<file path="src/hw/rtl/bcpe_pkg.sv">
// Shared types and constants of the Bezier curve point evaluator.
package bcpe_pkg;

    // Q1.16 one
    localparam logic [16:0] ONE_Q16 = 17'h10000;

    // Shared multiplier: signed A by signed B
    localparam int MA_W = 34;
    localparam int MB_W = 18;
    localparam int MP_W = MA_W + MB_W;

    // Weight product u^k * v^(n-k), and that times the binomial
    localparam int W_W  = 33;
    localparam int CW_W = 42;
    // Partial term and running sum widths
    localparam int T_W   = 50;
    localparam int SUM_W = 48;

    // Configuration port
    localparam int PADDR_W = 3;
    localparam logic REG_NUM_POINTS = 1'b0;

    // Opcodes
    localparam logic OP_LOAD = 1'b0;
    localparam logic OP_EVAL = 1'b1;

    // Binomial coefficients C(n,k) for n up to 12 (supports up to 13 points)
    localparam int BINOM_N = 13;
    localparam int BINOM_IDX_W = 4;
    localparam logic [9:0] BINOM_TAB [0:BINOM_N-1][0:BINOM_N-1] = '{
        '{10'd1, 10'd0,  10'd0,  10'd0,   10'd0,   10'd0,   10'd0,
          10'd0, 10'd0,  10'd0,  10'd0,   10'd0,   10'd0},
        '{10'd1, 10'd1,  10'd0,  10'd0,   10'd0,   10'd0,   10'd0,
          10'd0, 10'd0,  10'd0,  10'd0,   10'd0,   10'd0},
        '{10'd1, 10'd2,  10'd1,  10'd0,   10'd0,   10'd0,   10'd0,
          10'd0, 10'd0,  10'd0,  10'd0,   10'd0,   10'd0},
        '{10'd1, 10'd3,  10'd3,  10'd1,   10'd0,   10'd0,   10'd0,
          10'd0, 10'd0,  10'd0,  10'd0,   10'd0,   10'd0},
        '{10'd1, 10'd4,  10'd6,  10'd4,   10'd1,   10'd0,   10'd0,
          10'd0, 10'd0,  10'd0,  10'd0,   10'd0,   10'd0},
        '{10'd1, 10'd5,  10'd10, 10'd10,  10'd5,   10'd1,   10'd0,
          10'd0, 10'd0,  10'd0,  10'd0,   10'd0,   10'd0},
        '{10'd1, 10'd6,  10'd15, 10'd20,  10'd15,  10'd6,   10'd1,
          10'd0, 10'd0,  10'd0,  10'd0,   10'd0,   10'd0},
        '{10'd1, 10'd7,  10'd21, 10'd35,  10'd35,  10'd21,  10'd7,
          10'd1, 10'd0,  10'd0,  10'd0,   10'd0,   10'd0},
        '{10'd1, 10'd8,  10'd28, 10'd56,  10'd70,  10'd56,  10'd28,
          10'd8, 10'd1,  10'd0,  10'd0,   10'd0,   10'd0},
        '{10'd1, 10'd9,  10'd36, 10'd84,  10'd126, 10'd126, 10'd84,
          10'd36, 10'd9, 10'd1,  10'd0,   10'd0,   10'd0},
        '{10'd1, 10'd10, 10'd45, 10'd120, 10'd210, 10'd252, 10'd210,
          10'd120, 10'd45, 10'd10, 10'd1, 10'd0,   10'd0},
        '{10'd1, 10'd11, 10'd55, 10'd165, 10'd330, 10'd462, 10'd462,
          10'd330, 10'd165, 10'd55, 10'd11, 10'd1, 10'd0},
        '{10'd1, 10'd12, 10'd66, 10'd220, 10'd495, 10'd792, 10'd924,
          10'd792, 10'd495, 10'd220, 10'd66, 10'd12, 10'd1}
    };

    typedef struct packed {
        logic               opcode;
        logic [2:0]         point_index;
        logic signed [31:0] point_x;
        logic signed [31:0] point_y;
        logic signed [31:0] point_z;
        logic [16:0]        param_u;
    } t_in_item;

    typedef struct packed {
        logic signed [31:0] curve_x;
        logic signed [31:0] curve_y;
        logic signed [31:0] curve_z;
    } t_out_item;

endpackage

</file>
<file path="src/hw/rtl/bcpe_in_if.sv">
// Input channel of the Bezier curve point evaluator.
interface bcpe_in_if;
    logic               valid;
    logic               ready;
    bcpe_pkg::t_in_item data;

    modport source (output valid, output data, input ready);
    modport sink (input valid, input data, output ready);
endinterface

</file>
<file path="src/hw/rtl/bcpe_out_if.sv">
// Result channel of the Bezier curve point evaluator.
interface bcpe_out_if;
    logic                valid;
    logic                ready;
    bcpe_pkg::t_out_item data;

    modport source (output valid, output data, input ready);
    modport sink (input valid, input data, output ready);
endinterface

</file>
<file path="src/hw/rtl/bezier_curve_point_eval.sv">
// Bezier curve point evaluator: holds control points, evaluates the Bernstein sum.
// A load transaction writes one control point and gives no result.
// An evaluate transaction with c points in use (c = min(num_points, MAX_POINTS)) keeps
// i_in.ready low through all of its steps, the final one waiting until the previous
// result is taken. With c zero only that final step runs; else c-1 steps build the powers of u, each
// point takes 12 steps on the one shared 34x18 signed multiplier (weight, binomial
// scaling, three slices of the scaled weight per coordinate, next power of 1-u), and one
// step saturates the sums into the output register. The result waits in that register, so
// loads and a new evaluate are taken while it is still pending. The point store is
// cleared by reset.
module bezier_curve_point_eval #(
    parameter int MAX_POINTS = 8
) (
    input  logic                          i_clk,
    input  logic                          i_rst_n,
    bcpe_in_if.sink                       i_in,
    bcpe_out_if.source                    o_out,
    input  logic                          psel,
    input  logic                          penable,
    input  logic                          pwrite,
    input  logic [bcpe_pkg::PADDR_W-1:0]  paddr,
    input  logic [31:0]                   pwdata,
    output logic [31:0]                   prdata,
    output logic                          pready
);

    localparam int IDX_W = (MAX_POINTS > 1) ? $clog2(MAX_POINTS) : 1;

    typedef enum logic [3:0] {
        S_IDLE, S_POW, S_W, S_CW, S_M0, S_M1, S_M2, S_PV, S_SAT
    } t_state;

    typedef enum logic [1:0] {
        CRD_X, CRD_Y, CRD_Z
    } t_crd;

    t_state r_state;
    t_crd   r_crd;
    t_crd   r_term_crd;

    logic [3:0]                          r_num_points;
    logic signed [31:0]                  r_sx [MAX_POINTS];
    logic signed [31:0]                  r_sy [MAX_POINTS];
    logic signed [31:0]                  r_sz [MAX_POINTS];
    logic [16:0]                         r_pu [MAX_POINTS];
    logic [16:0]                         r_u;
    logic [16:0]                         r_v;
    logic [16:0]                         r_pw;
    logic [16:0]                         r_pv;
    logic [3:0]                          r_n;
    logic [IDX_W-1:0]                    r_k;
    logic [bcpe_pkg::W_W-1:0]            r_w;
    logic [bcpe_pkg::CW_W-1:0]           r_cw;
    logic signed [bcpe_pkg::T_W-1:0]     r_t;
    logic signed [bcpe_pkg::T_W-1:0]     r_term;
    logic                                r_term_vld;
    logic signed [bcpe_pkg::SUM_W-1:0]   r_sum [3];
    logic                                r_out_valid;
    bcpe_pkg::t_out_item                 r_out;

    logic signed [bcpe_pkg::MA_W-1:0]    mul_a;
    logic signed [bcpe_pkg::MB_W-1:0]    mul_b;
    logic signed [bcpe_pkg::MP_W-1:0]    prod;
    logic signed [bcpe_pkg::T_W-1:0]     prod_t;
    logic signed [bcpe_pkg::T_W-1:0]     t_next;
    logic signed [31:0]                  pt;
    logic [9:0]                          binom;
    logic [3:0]                          cnt;
    logic [16:0]                         u_clamp;
    logic                                in_acc;
    logic                                out_free;

    function automatic logic signed [31:0] sat32(input logic signed [bcpe_pkg::SUM_W-1:0] s);
        logic signed [31:0] r;
        if ((&s[bcpe_pkg::SUM_W-1:31]) || !(|s[bcpe_pkg::SUM_W-1:31])) begin
            r = s[31:0];
        end else if (s[bcpe_pkg::SUM_W-1]) begin
            r = 32'sh8000_0000;
        end else begin
            r = 32'sh7FFF_FFFF;
        end
        return r;
    endfunction

    assign pready      = 1'b1;
    assign prdata      = (paddr[2] == bcpe_pkg::REG_NUM_POINTS) ? {28'd0, r_num_points} : 32'd0;
    assign i_in.ready  = (r_state == S_IDLE);
    assign in_acc      = i_in.valid && (r_state == S_IDLE);
    assign o_out.valid = r_out_valid;
    assign o_out.data  = r_out;
    assign out_free    = !r_out_valid || o_out.ready;

    assign cnt     = (r_num_points > 4'(MAX_POINTS)) ? 4'(MAX_POINTS) : r_num_points;
    assign u_clamp = (i_in.data.param_u > bcpe_pkg::ONE_Q16) ? bcpe_pkg::ONE_Q16
                                                             : i_in.data.param_u;
    assign binom   = bcpe_pkg::BINOM_TAB[r_n][4'(r_k)];

    // Select the stored coordinate for the current slice
    always_comb begin
        case (r_crd)
            CRD_X:   pt = r_sx[r_k];
            CRD_Y:   pt = r_sy[r_k];
            CRD_Z:   pt = r_sz[r_k];
            default: pt = r_sx[r_k];
        endcase
    end

    // Operand routing into the shared multiplier
    always_comb begin
        case (r_state)
            S_POW: begin
                mul_a = $signed({17'd0, r_pw});
                mul_b = $signed({1'b0, r_u});
            end
            S_W: begin
                mul_a = $signed({17'd0, r_pv});
                mul_b = $signed({1'b0, r_pu[r_k]});
            end
            S_CW: begin
                mul_a = $signed({1'b0, r_w});
                mul_b = $signed({8'd0, binom});
            end
            S_M0: begin
                mul_a = $signed({{2{pt[31]}}, pt});
                mul_b = $signed({2'd0, r_cw[15:0]});
            end
            S_M1: begin
                mul_a = $signed({{2{pt[31]}}, pt});
                mul_b = $signed({2'd0, r_cw[31:16]});
            end
            S_M2: begin
                mul_a = $signed({{2{pt[31]}}, pt});
                mul_b = $signed({8'd0, r_cw[41:32]});
            end
            S_PV: begin
                mul_a = $signed({17'd0, r_pv});
                mul_b = $signed({1'b0, r_v});
            end
            default: begin
                mul_a = '0;
                mul_b = '0;
            end
        endcase
    end

    assign prod   = mul_a * mul_b;
    assign prod_t = $signed(prod[bcpe_pkg::T_W-1:0]);
    // Floor of the partial so far, then add the next slice one digit up
    assign t_next = (r_t >>> 16) + prod_t;

    always_ff @(posedge i_clk) begin
        if (!i_rst_n) begin
            r_state      <= S_IDLE;
            r_num_points <= '0;
            r_out_valid  <= 1'b0;
            r_term_vld   <= 1'b0;
            for (int i = 0; i < MAX_POINTS; i++) begin
                r_sx[i] <= '0;
                r_sy[i] <= '0;
                r_sz[i] <= '0;
            end
        end else begin
            if (psel && penable && pwrite && (paddr[2] == bcpe_pkg::REG_NUM_POINTS)) begin
                r_num_points <= pwdata[3:0];
            end

            if (r_out_valid && o_out.ready) begin
                r_out_valid <= 1'b0;
            end

            // Retire the finished term in the cycle after the multiplier produced it
            r_term_vld <= 1'b0;
            if (r_term_vld) begin
                r_sum[r_term_crd] <= r_sum[r_term_crd]
                                     + $signed(r_term[bcpe_pkg::SUM_W-1:0]);
            end

            case (r_state)
                S_IDLE: begin
                    if (in_acc) begin
                        if (i_in.data.opcode == bcpe_pkg::OP_LOAD) begin
                            if (32'(i_in.data.point_index) < MAX_POINTS) begin
                                r_sx[IDX_W'(i_in.data.point_index)] <= i_in.data.point_x;
                                r_sy[IDX_W'(i_in.data.point_index)] <= i_in.data.point_y;
                                r_sz[IDX_W'(i_in.data.point_index)] <= i_in.data.point_z;
                            end
                        end else begin
                            r_u      <= u_clamp;
                            r_v      <= bcpe_pkg::ONE_Q16 - u_clamp;
                            r_sum[0] <= '0;
                            r_sum[1] <= '0;
                            r_sum[2] <= '0;
                            r_pu[0]  <= bcpe_pkg::ONE_Q16;
                            r_pw     <= bcpe_pkg::ONE_Q16;
                            r_pv     <= bcpe_pkg::ONE_Q16;
                            r_n      <= cnt - 4'd1;
                            if (cnt == 4'd0) begin
                                r_state <= S_SAT;
                            end else if (cnt == 4'd1) begin
                                r_k     <= '0;
                                r_state <= S_W;
                            end else begin
                                r_k     <= IDX_W'(1);
                                r_state <= S_POW;
                            end
                        end
                    end
                end
                S_POW: begin
                    r_pu[r_k] <= prod[32:16];
                    r_pw      <= prod[32:16];
                    if (4'(r_k) == r_n) begin
                        r_state <= S_W;
                    end else begin
                        r_k <= r_k + IDX_W'(1);
                    end
                end
                S_W: begin
                    r_w     <= prod[bcpe_pkg::W_W-1:0];
                    r_state <= S_CW;
                end
                S_CW: begin
                    r_cw    <= prod[bcpe_pkg::CW_W-1:0];
                    r_crd   <= CRD_X;
                    r_state <= S_M0;
                end
                S_M0: begin
                    r_t     <= prod_t;
                    r_state <= S_M1;
                end
                S_M1: begin
                    r_t     <= t_next;
                    r_state <= S_M2;
                end
                S_M2: begin
                    r_term     <= t_next;
                    r_term_vld <= 1'b1;
                    r_term_crd <= r_crd;
                    if (r_crd == CRD_Z) begin
                        r_state <= S_PV;
                    end else begin
                        r_crd   <= t_crd'(r_crd + 2'd1);
                        r_state <= S_M0;
                    end
                end
                S_PV: begin
                    r_pv <= prod[32:16];
                    if (r_k == '0) begin
                        r_state <= S_SAT;
                    end else begin
                        r_k     <= r_k - IDX_W'(1);
                        r_state <= S_W;
                    end
                end
                S_SAT: begin
                    if (out_free) begin
                        r_out.curve_x <= sat32(r_sum[0]);
                        r_out.curve_y <= sat32(r_sum[1]);
                        r_out.curve_z <= sat32(r_sum[2]);
                        r_out_valid   <= 1'b1;
                        r_state       <= S_IDLE;
                    end
                end
                default: begin
                    r_state <= S_IDLE;
                end
            endcase
        end
    end

`ifndef ASSERT_OFF
    // No term may still be in flight once the sequencer is back to taking input
    a_no_term_in_idle: assert property (@(posedge i_clk) disable iff (!i_rst_n)
        (r_state == S_IDLE) |-> !r_term_vld)
        else $error("term still pending while idle");

    // A pending result blocks the final step until it is taken
    a_sat_holds: assert property (@(posedge i_clk) disable iff (!i_rst_n)
        (r_state == S_SAT) && r_out_valid && !o_out.ready |=> (r_state == S_SAT))
        else $error("result overwritten while pending");

    // A new result only appears out of the final step
    a_result_from_sat: assert property (@(posedge i_clk) disable iff (!i_rst_n)
        $rose(r_out_valid) |-> ($past(r_state) == S_SAT))
        else $error("result raised outside the final step");

    // The running power of 1-u never exceeds one
    a_pv_range: assert property (@(posedge i_clk) disable iff (!i_rst_n)
        (r_state == S_W) |-> (r_pv <= bcpe_pkg::ONE_Q16))
        else $error("power of 1-u out of range");
`endif

endmodule

</file>
<file path="src/flat_wrapper.sv">
// flat-port wrapper written by rule: the top's interface ports become plain ports
module bezier_curve_point_eval_flat 
#(
    parameter int MAX_POINTS = 8
)
  (i_clk, i_rst_n, psel, penable, pwrite, paddr, pwdata, prdata, pready, i_in_valid, i_in_data, i_in_ready, o_out_valid, o_out_data, o_out_ready);
  bcpe_in_if i_in_i ();
  bcpe_out_if o_out_i ();
  input  logic i_clk;
  input  logic i_rst_n;
  input  logic psel;
  input  logic penable;
  input  logic pwrite;
  input  logic [bcpe_pkg::PADDR_W-1:0] paddr;
  input  logic [31:0] pwdata;
  output logic [31:0] prdata;
  output logic pready;
  input wire logic [$bits(i_in_i.valid)-1:0] i_in_valid;
  input wire logic [$bits(i_in_i.data)-1:0] i_in_data;
  output wire logic [$bits(i_in_i.ready)-1:0] i_in_ready;
  output wire logic [$bits(o_out_i.valid)-1:0] o_out_valid;
  output wire logic [$bits(o_out_i.data)-1:0] o_out_data;
  input wire logic [$bits(o_out_i.ready)-1:0] o_out_ready;
  assign i_in_i.valid = i_in_valid;
  assign i_in_i.data = i_in_data;
  assign i_in_ready = i_in_i.ready;
  assign o_out_valid = o_out_i.valid;
  assign o_out_data = o_out_i.data;
  assign o_out_i.ready = o_out_ready;
  bezier_curve_point_eval #(.MAX_POINTS(MAX_POINTS)) u_core (.i_clk(i_clk), .i_rst_n(i_rst_n), .i_in(i_in_i), .o_out(o_out_i), .psel(psel), .penable(penable), .pwrite(pwrite), .paddr(paddr), .pwdata(pwdata), .prdata(prdata), .pready(pready));
endmodule
</file>
<file path="config.mk">
export PLATFORM = sky130hd
export DESIGN_NAME = bezier_curve_point_eval_flat
export DESIGN_NICKNAME = d
export VERILOG_FILES = /design/src/hw/rtl/bcpe_pkg.sv /design/src/hw/rtl/bcpe_in_if.sv /design/src/hw/rtl/bcpe_out_if.sv /design/src/hw/rtl/bezier_curve_point_eval.sv /design/src/flat_wrapper.sv
export SDC_FILE = /design/constraint.sdc
export NUM_CORES = 2
export LEC_CHECK = 0
export BUFFER_PORTS_ARGS = -buffer_cell sky130_fd_sc_hd__buf_2
export CAP_MARGIN = 10
export CORE_AREA = 10 10 418 623
export CTS_CLUSTER_DIAMETER = 30
export DETAILED_ROUTE_END_ITERATION = 7
export DIE_AREA = 0 0 428 633
export GPL_ROUTABILITY_DRIVEN = 0
export PLACE_DENSITY_LB_ADDON = 0.2
export SLEW_MARGIN = 15
export SYNTH_ARGS = -nofsm -noshare
export SYNTH_HDL_FRONTEND = slang
export SYNTH_SLANG_ARGS = --single-unit
</file>
<file path="constraint.sdc">
create_clock -name i_clk -period 32 [get_ports i_clk]
set_input_delay 3.2 -clock i_clk [delete_from_list [all_inputs] [get_ports i_clk]]
set_output_delay 3.2 -clock i_clk [all_outputs]
set_load 0.05 [all_outputs]
</file>
* After elaboration in Yosys (flattened, before gate mapping)
Memory sizes are Yosys's and may differ from the RTL's. A register that Yosys moved wholly into a read port is not among the register bits.
Index checks and enable logic that the tools add are counted.
** Operators by class
- $add $sub $neg :: 7
- Eq/ne operators :: 20
- $lt $le $gt $ge :: 4
- Mux-type cells :: 78
- Multipliers :: 1
- Bitwise gates (word level) :: 3
- Reductions and logical operators :: 44
** Operators by type and width (number)
- $mux W32 :: 9
- $mux W130 :: 2
- $pmux W34 S4 :: 1
- $pmux W17 S7 :: 1
- $pmux W50 S2 :: 1
- $reduce_or A32 Y1 :: 3
- $mux W17 :: 4
- $pmux W17 S2 :: 2
- $reduce_or A17 Y1 :: 4
- $pmux W32 S2 :: 1
- $reduce_and A17 Y1 :: 3
- $add A34 B50 Y50 :: 1
- $mul A34 B18 Y50 :: 1
- $add A48 B48 Y48 :: 1
- $bmux W10 S4 :: 1
- $mux W3 :: 13
- $pmux W4 S9 :: 1
- $mux W4 :: 8
- $mux W1 :: 26
- $mux W10 :: 2
- $gt A17 B17 Y1 const B :: 1
- $sub A17 B17 Y17 const A :: 1
- $eq A4 B3 Y1 const B :: 4
- $reduce_and A4 Y1 :: 4
- 32 further kinds :: 62
** Storage, ports and cells
- Register bits after elaboration :: 358
- Input bits :: 159
- Output and inout bits :: 131
- Logic and storage cells :: 182
- RAM bits :: 1048
- Memories :: 6
- ROM bits :: 2080
** Memories
- (no name shown) :: words 16, bits a word 130, read ports 1, clocked after memory_dff 0, wr ports 0, RTL line bezier_curve_point_eval.sv:96 : assign binom = bcpe_pkg::BINOM_TAB[r_n][4'(r_k)];
- u_core.r_sx :: words 8, bits a word 32, read ports 1, clocked after memory_dff 1, wr ports 8, RTL line bezier_curve_point_eval.sv:42 : logic signed [31:0] r_sx [MAX_POINTS];
- u_core.r_sy :: words 8, bits a word 32, read ports 1, clocked after memory_dff 1, wr ports 8, RTL line bezier_curve_point_eval.sv:43 : logic signed [31:0] r_sy [MAX_POINTS];
- u_core.r_sz :: words 8, bits a word 32, read ports 1, clocked after memory_dff 1, wr ports 8, RTL line bezier_curve_point_eval.sv:44 : logic signed [31:0] r_sz [MAX_POINTS];
- u_core.r_sum :: words 3, bits a word 48, read ports 4, clocked after memory_dff 1, wr ports 4, RTL line bezier_curve_point_eval.sv:57 : logic signed [bcpe_pkg::SUM_W-1:0] r_sum [3];
- u_core.r_pu :: words 8, bits a word 17, read ports 1, clocked after memory_dff 1, wr ports 1, RTL line bezier_curve_point_eval.sv:45 : logic [16:0] r_pu [MAX_POINTS];

* Longest topological paths before layout
- Depth in word-level cells :: 11
- Mapped depth :: 46
- Depth with buffers taken out :: 43

* Least setup slack after synthesis
No wires, ideal clock.
- Kind :: input-to-reg
- Start point :: in i_rst_n
- End point :: mem u_core.r_sx[2][0] (enable)
- Buffers on the path :: 1
- Setup slack :: 20801 ps
- Arrival time :: 10516 ps
- Library setup time :: 683 ps
- Required time :: 31317 ps
- Stages on the path :: 4
- Cells stage by stage :: nand3_1 -> or3_1 -> clkbuf_1 -> o21ai_0
** RTL lines
- start: declaration :: RTL line flat_wrapper.sv:10 : input logic i_rst_n;
- end: declaration :: RTL line bezier_curve_point_eval.sv:42

==> flow_metrics.env <==
export IMPL_status="complete, no violations"
export IMPL_grt_pass1_wl_um=404900
export IMPL_multi_input_gate_area_in_the_final_layout_um2=40540
export IMPL_cp_arrival_ns=14.38
export IMPL_post_layout_nonfiller_instances=11040
export IMPL_vias=57230
export IMPL_final_min_period_over_clock_period_pct=43.10
export IMPL_insertion_delay_ns=0.86
export IMPL_hold_fails_final_rpt=0
export IMPL_async_reset_ff_share_pct=0
export IMPL_first_iter_violations=4059
export IMPL_layout_min_cycle_time_ns=13.79
export IMPL_syn_area_um2=86730
export IMPL_fmax_ghz=0.07251
export IMPL_maxSlewHeadroom_pct=25.78
export IMPL_ys_warnings_count=0
export IMPL_hold_path_class="flop to flop"
export IMPL_synthCells=7202
export IMPL_grt_overflow=0
export IMPL_die_area_um2=270900
export IMPL_start_util_pct=34.77
export IMPL_endpoint_kind="flop"
export IMPL_cts_num_sinks=1442
export IMPL_postSynthRegisterBits=1442
export IMPL_area_growth_pct=17.15
export IMPL_rows=225
export IMPL_htreeDepth=5
export IMPL_grt_max_degree=104
export IMPL_routed_wire_length_per_instance_um=24.77
export IMPL_grtUsageTotal_pct=19.76
export IMPL_die_h_um=633
export IMPL_layout_cells_most_common="sky130_fd_sc_hd__edfxtp_1"
export IMPL_timing_critical_path_slowest_cell_delay_ns=0.81
export IMPL_drt_vias_per_instance=5.185
export IMPL_yosysSeqAreaShare_pct=48.09
export IMPL_drv_slew=0
export IMPL_final_setup_skew_ns=0.1030
export IMPL_crit_fanout=84
export IMPL_tightest_slew_ns=1.107
export IMPL_setup_viol=0
export IMPL_power_leakage_nw=40.44
export IMPL_timing_critical_path_buf_inv=7
export IMPL_setup_worst_path_start_class="flop"
export IMPL_drive_gt1_share_pct=17.04
export IMPL_timing_setup_tns_ns=0
export IMPL_antenna_violations_before_repair=57
export IMPL_drtPass1Iterations=6
export IMPL_clock_path_buffers=4
export IMPL_coreArea_um2=249400
export IMPL_final_core_utilization_pct=40.73
export IMPL_seqCellArea_um2=41730
export IMPL_totalWireLength_um=273400
export IMPL_grt_pass1_vias=61880
export IMPL_postCtsSetupBuffers=0
export IMPL_post_cts_resized=0
export IMPL_final_cell_mix="sky130_fd_sc_hd__edfxtp_1, sky130_fd_sc_hd__inv_1, sky130_fd_sc_hd__and2_1"
export IMPL_finalPower_mw=5.433
export IMPL_nNetsFinal=8428
export IMPL_io_buffers=230
export IMPL_fillers=23900
export IMPL_worst_path_most_repeated_cell="sky130_fd_sc_hd__fa_1"
export IMPL_setup_repair_after_global_routing_missed_its_margin="false"
export IMPL_ios=290
export IMPL_remaining_drc_errors=0
export IMPL_ir_worst_vdd_mv=0.06462
export IMPL_placedCellCount=10500
export IMPL_crit_path_top_delay_cell="sky130_fd_sc_hd__nor2_1"
export IMPL_power_per_cell_area_nw_per_um2=53.47
export IMPL_detailedPlacementHpwl_um=183200
export IMPL_timing_critical_path_required_ns=32.59
export IMPL_drtAntennaViolNets=0
export IMPL_syn_area_per_cell_um2=12.04
export IMPL_cts_root_buf="sky130_fd_sc_hd__clkbuf_16"
export IMPL_cts_buffers_inserted=291
export IMPL_count_of_flip_flops_with_a_built_in_enable_after_synthesis=1283
export IMPL_dominantRegCellSynth="sky130_fd_sc_hd__edfxtp_1"
export IMPL_maxCapViolCount=0
export IMPL_critPathTopFamily="adder cells"
export IMPL_critical_setup_path_kind="flop to flop"
export IMPL_number_of_distinct_standard_cells_referenced_by_the_synthesized_netlist=101
export IMPL_cts_hold_buf=0
export IMPL_worst_setup_hold_path_clk_slew_ns=0.05
export IMPL_cts_tree="built"
export IMPL_die_w_um=428
## final timing paths
check,from,end,slack (ns),depth (start not counted)
setup / recovery,flop,u_core.r_t[43],18.21,39
hold / removal,u_core.r_sum[0][20],u_core.r_sum[0][20],0.46,2
setup reg to reg,flop,u_core.r_t[43],18.21,39
hold reg to reg,u_core.r_sum[0][20],u_core.r_sum[0][20],0.46,2
## worst min-delay path: cells and delay by family (launching register included)
family | cells | cell delay [ns]
AO/OA/AOI/OAI | 1 | 0.05
AND/OR/NAND/NOR | 1 | 0.05
flip-flops | 1 | 0.31
## routing by layer
layer  up-vias  track usage, %  wire [µm]
met5         -               0        391
met4        58           8.415      12720
met3       634           3.590      13950
met2      1673           37.18     145500
met1     29440           21.61     100800
li1      25420               -          -
## power breakdown
| group | total (mW) | internal (mW) | switching (mW) |
|---|---|---|---|
| combinational | 0.315 | 0.110 | 0.205 |
| sequential | 2.12 | 2.10 | 0.0198 |
| clock | 3.00 | 1.98 | 1.03 |
| total | 5.43 | 4.18 | 1.25 |
## final cells by class
cell class                      count  area share (%)
Timing Repair Buffer              383           2.337
Inverter                          833           3.082
Clock inverter                    186           2.074
Clock buffer                      333           7.446
Tap cell                         3291           4.053
Multi-Input combinational cell   4552           39.90
Antenna cell                       17         0.04187
Sequential cell                  1442           41.07
## synthesized netlist by cell type, types with 6 or more instances
cell type	count	area (µm²)
sky130_fd_sc_hd__a211oi_1	26	195.2
sky130_fd_sc_hd__a21boi_0	18	135.1
sky130_fd_sc_hd__a21o_1	105	788.3
sky130_fd_sc_hd__a21oi_1	299	1496
sky130_fd_sc_hd__a221oi_1	37	324.1
sky130_fd_sc_hd__a222oi_1	24	240.2
sky130_fd_sc_hd__a22oi_1	32	240.2
sky130_fd_sc_hd__a31oi_1	23	143.9
sky130_fd_sc_hd__and2_1	786	4917
sky130_fd_sc_hd__and3_1	11	68.82
sky130_fd_sc_hd__and4_1	7	61.31
sky130_fd_sc_hd__buf_1	25	93.84
sky130_fd_sc_hd__buf_2	72	360.4
sky130_fd_sc_hd__buf_4	54	405.4
sky130_fd_sc_hd__clkbuf_1	262	983.4
sky130_fd_sc_hd__dfxtp_1	159	3183
sky130_fd_sc_hd__edfxtp_1	1283	38530
sky130_fd_sc_hd__fa_1	542	10850
sky130_fd_sc_hd__ha_1	224	2803
sky130_fd_sc_hd__inv_1	832	3123
sky130_fd_sc_hd__mux2_2	90	1013
sky130_fd_sc_hd__mux2i_1	55	550.5
sky130_fd_sc_hd__mux4_2	274	6171
sky130_fd_sc_hd__nand2_1	529	1986
sky130_fd_sc_hd__nand2b_1	76	475.5
sky130_fd_sc_hd__nand3_1	73	365.4
sky130_fd_sc_hd__nand4_1	34	212.7
sky130_fd_sc_hd__nor2_1	536	2012
sky130_fd_sc_hd__nor2b_1	35	219.0
sky130_fd_sc_hd__nor3_1	55	275.3
sky130_fd_sc_hd__nor4_1	16	100.1
sky130_fd_sc_hd__o2111ai_1	7	61.31
sky130_fd_sc_hd__o211ai_1	11	82.58
sky130_fd_sc_hd__o21a_1	22	165.2
sky130_fd_sc_hd__o21ai_0	223	1116
sky130_fd_sc_hd__o21ai_1	7	35.03
sky130_fd_sc_hd__o21bai_1	27	202.7
sky130_fd_sc_hd__o31ai_1	6	45.04
sky130_fd_sc_hd__or2_2	22	137.6
sky130_fd_sc_hd__or3_1	14	87.58
sky130_fd_sc_hd__or4_1	6	45.04
sky130_fd_sc_hd__xnor2_1	98	858.3
sky130_fd_sc_hd__xor2_1	62	543.0
## sequential cells by signal, indices dropped and copies added, names as in the netlist, 3 cells and up, named ones only
name                 cells
u_core.r_sx            256
u_core.r_w              33
u_core.r_v              17
u_core.r_sz            256
u_core.o_out.data       96
u_core.r_num_points      4
u_core.r_cw             42
u_core.r_sy            256
u_core.r_n               4
u_core.r_pu            136
u_core.r_t              34
u_core.r_term           48
u_core.r_state           4
u_core.r_sum           192
u_core.r_pv             17
u_core.r_k               3
u_core.r_pw             17
u_core.r_u              16
## metrics by stage
| stage | worst slack, ns | hold WS [ns] | cell area, µm² |
|---|---|---|---|
| after floorplan | 20.80 | 0.4419 | 86890 |
| after global routing | 17.42 | 0.4931 | 101600 |
| final | 18.21 | 0.4638 | 101600 |
| after global placement | 18.03 | 0.4562 | 91890 |
| after detailed placement | 18.03 | 0.4615 | 91890 |
| after CTS | 17.99 | 0.4658 | 101600 |
## logic make-up (layout without fill, tap and decap cells)
kind of cell             Yosys count  in the layout  synth area share [%]
AO/OA/AOI/OAI                    938            938                 6.879
XOR/XNOR                         160            160                 1.616
adder cells (fa/ha/maj)          766            766                 15.74
buffers and inverters           1251           1735                 5.788
flip-flops                      1442           1442                 48.09
multiplexers                     422            422                 8.971
other                              2             62              0.008659
AND/OR/NAND/NOR                 2221           2221                 12.90
Power figures use the tool's default switching activity.
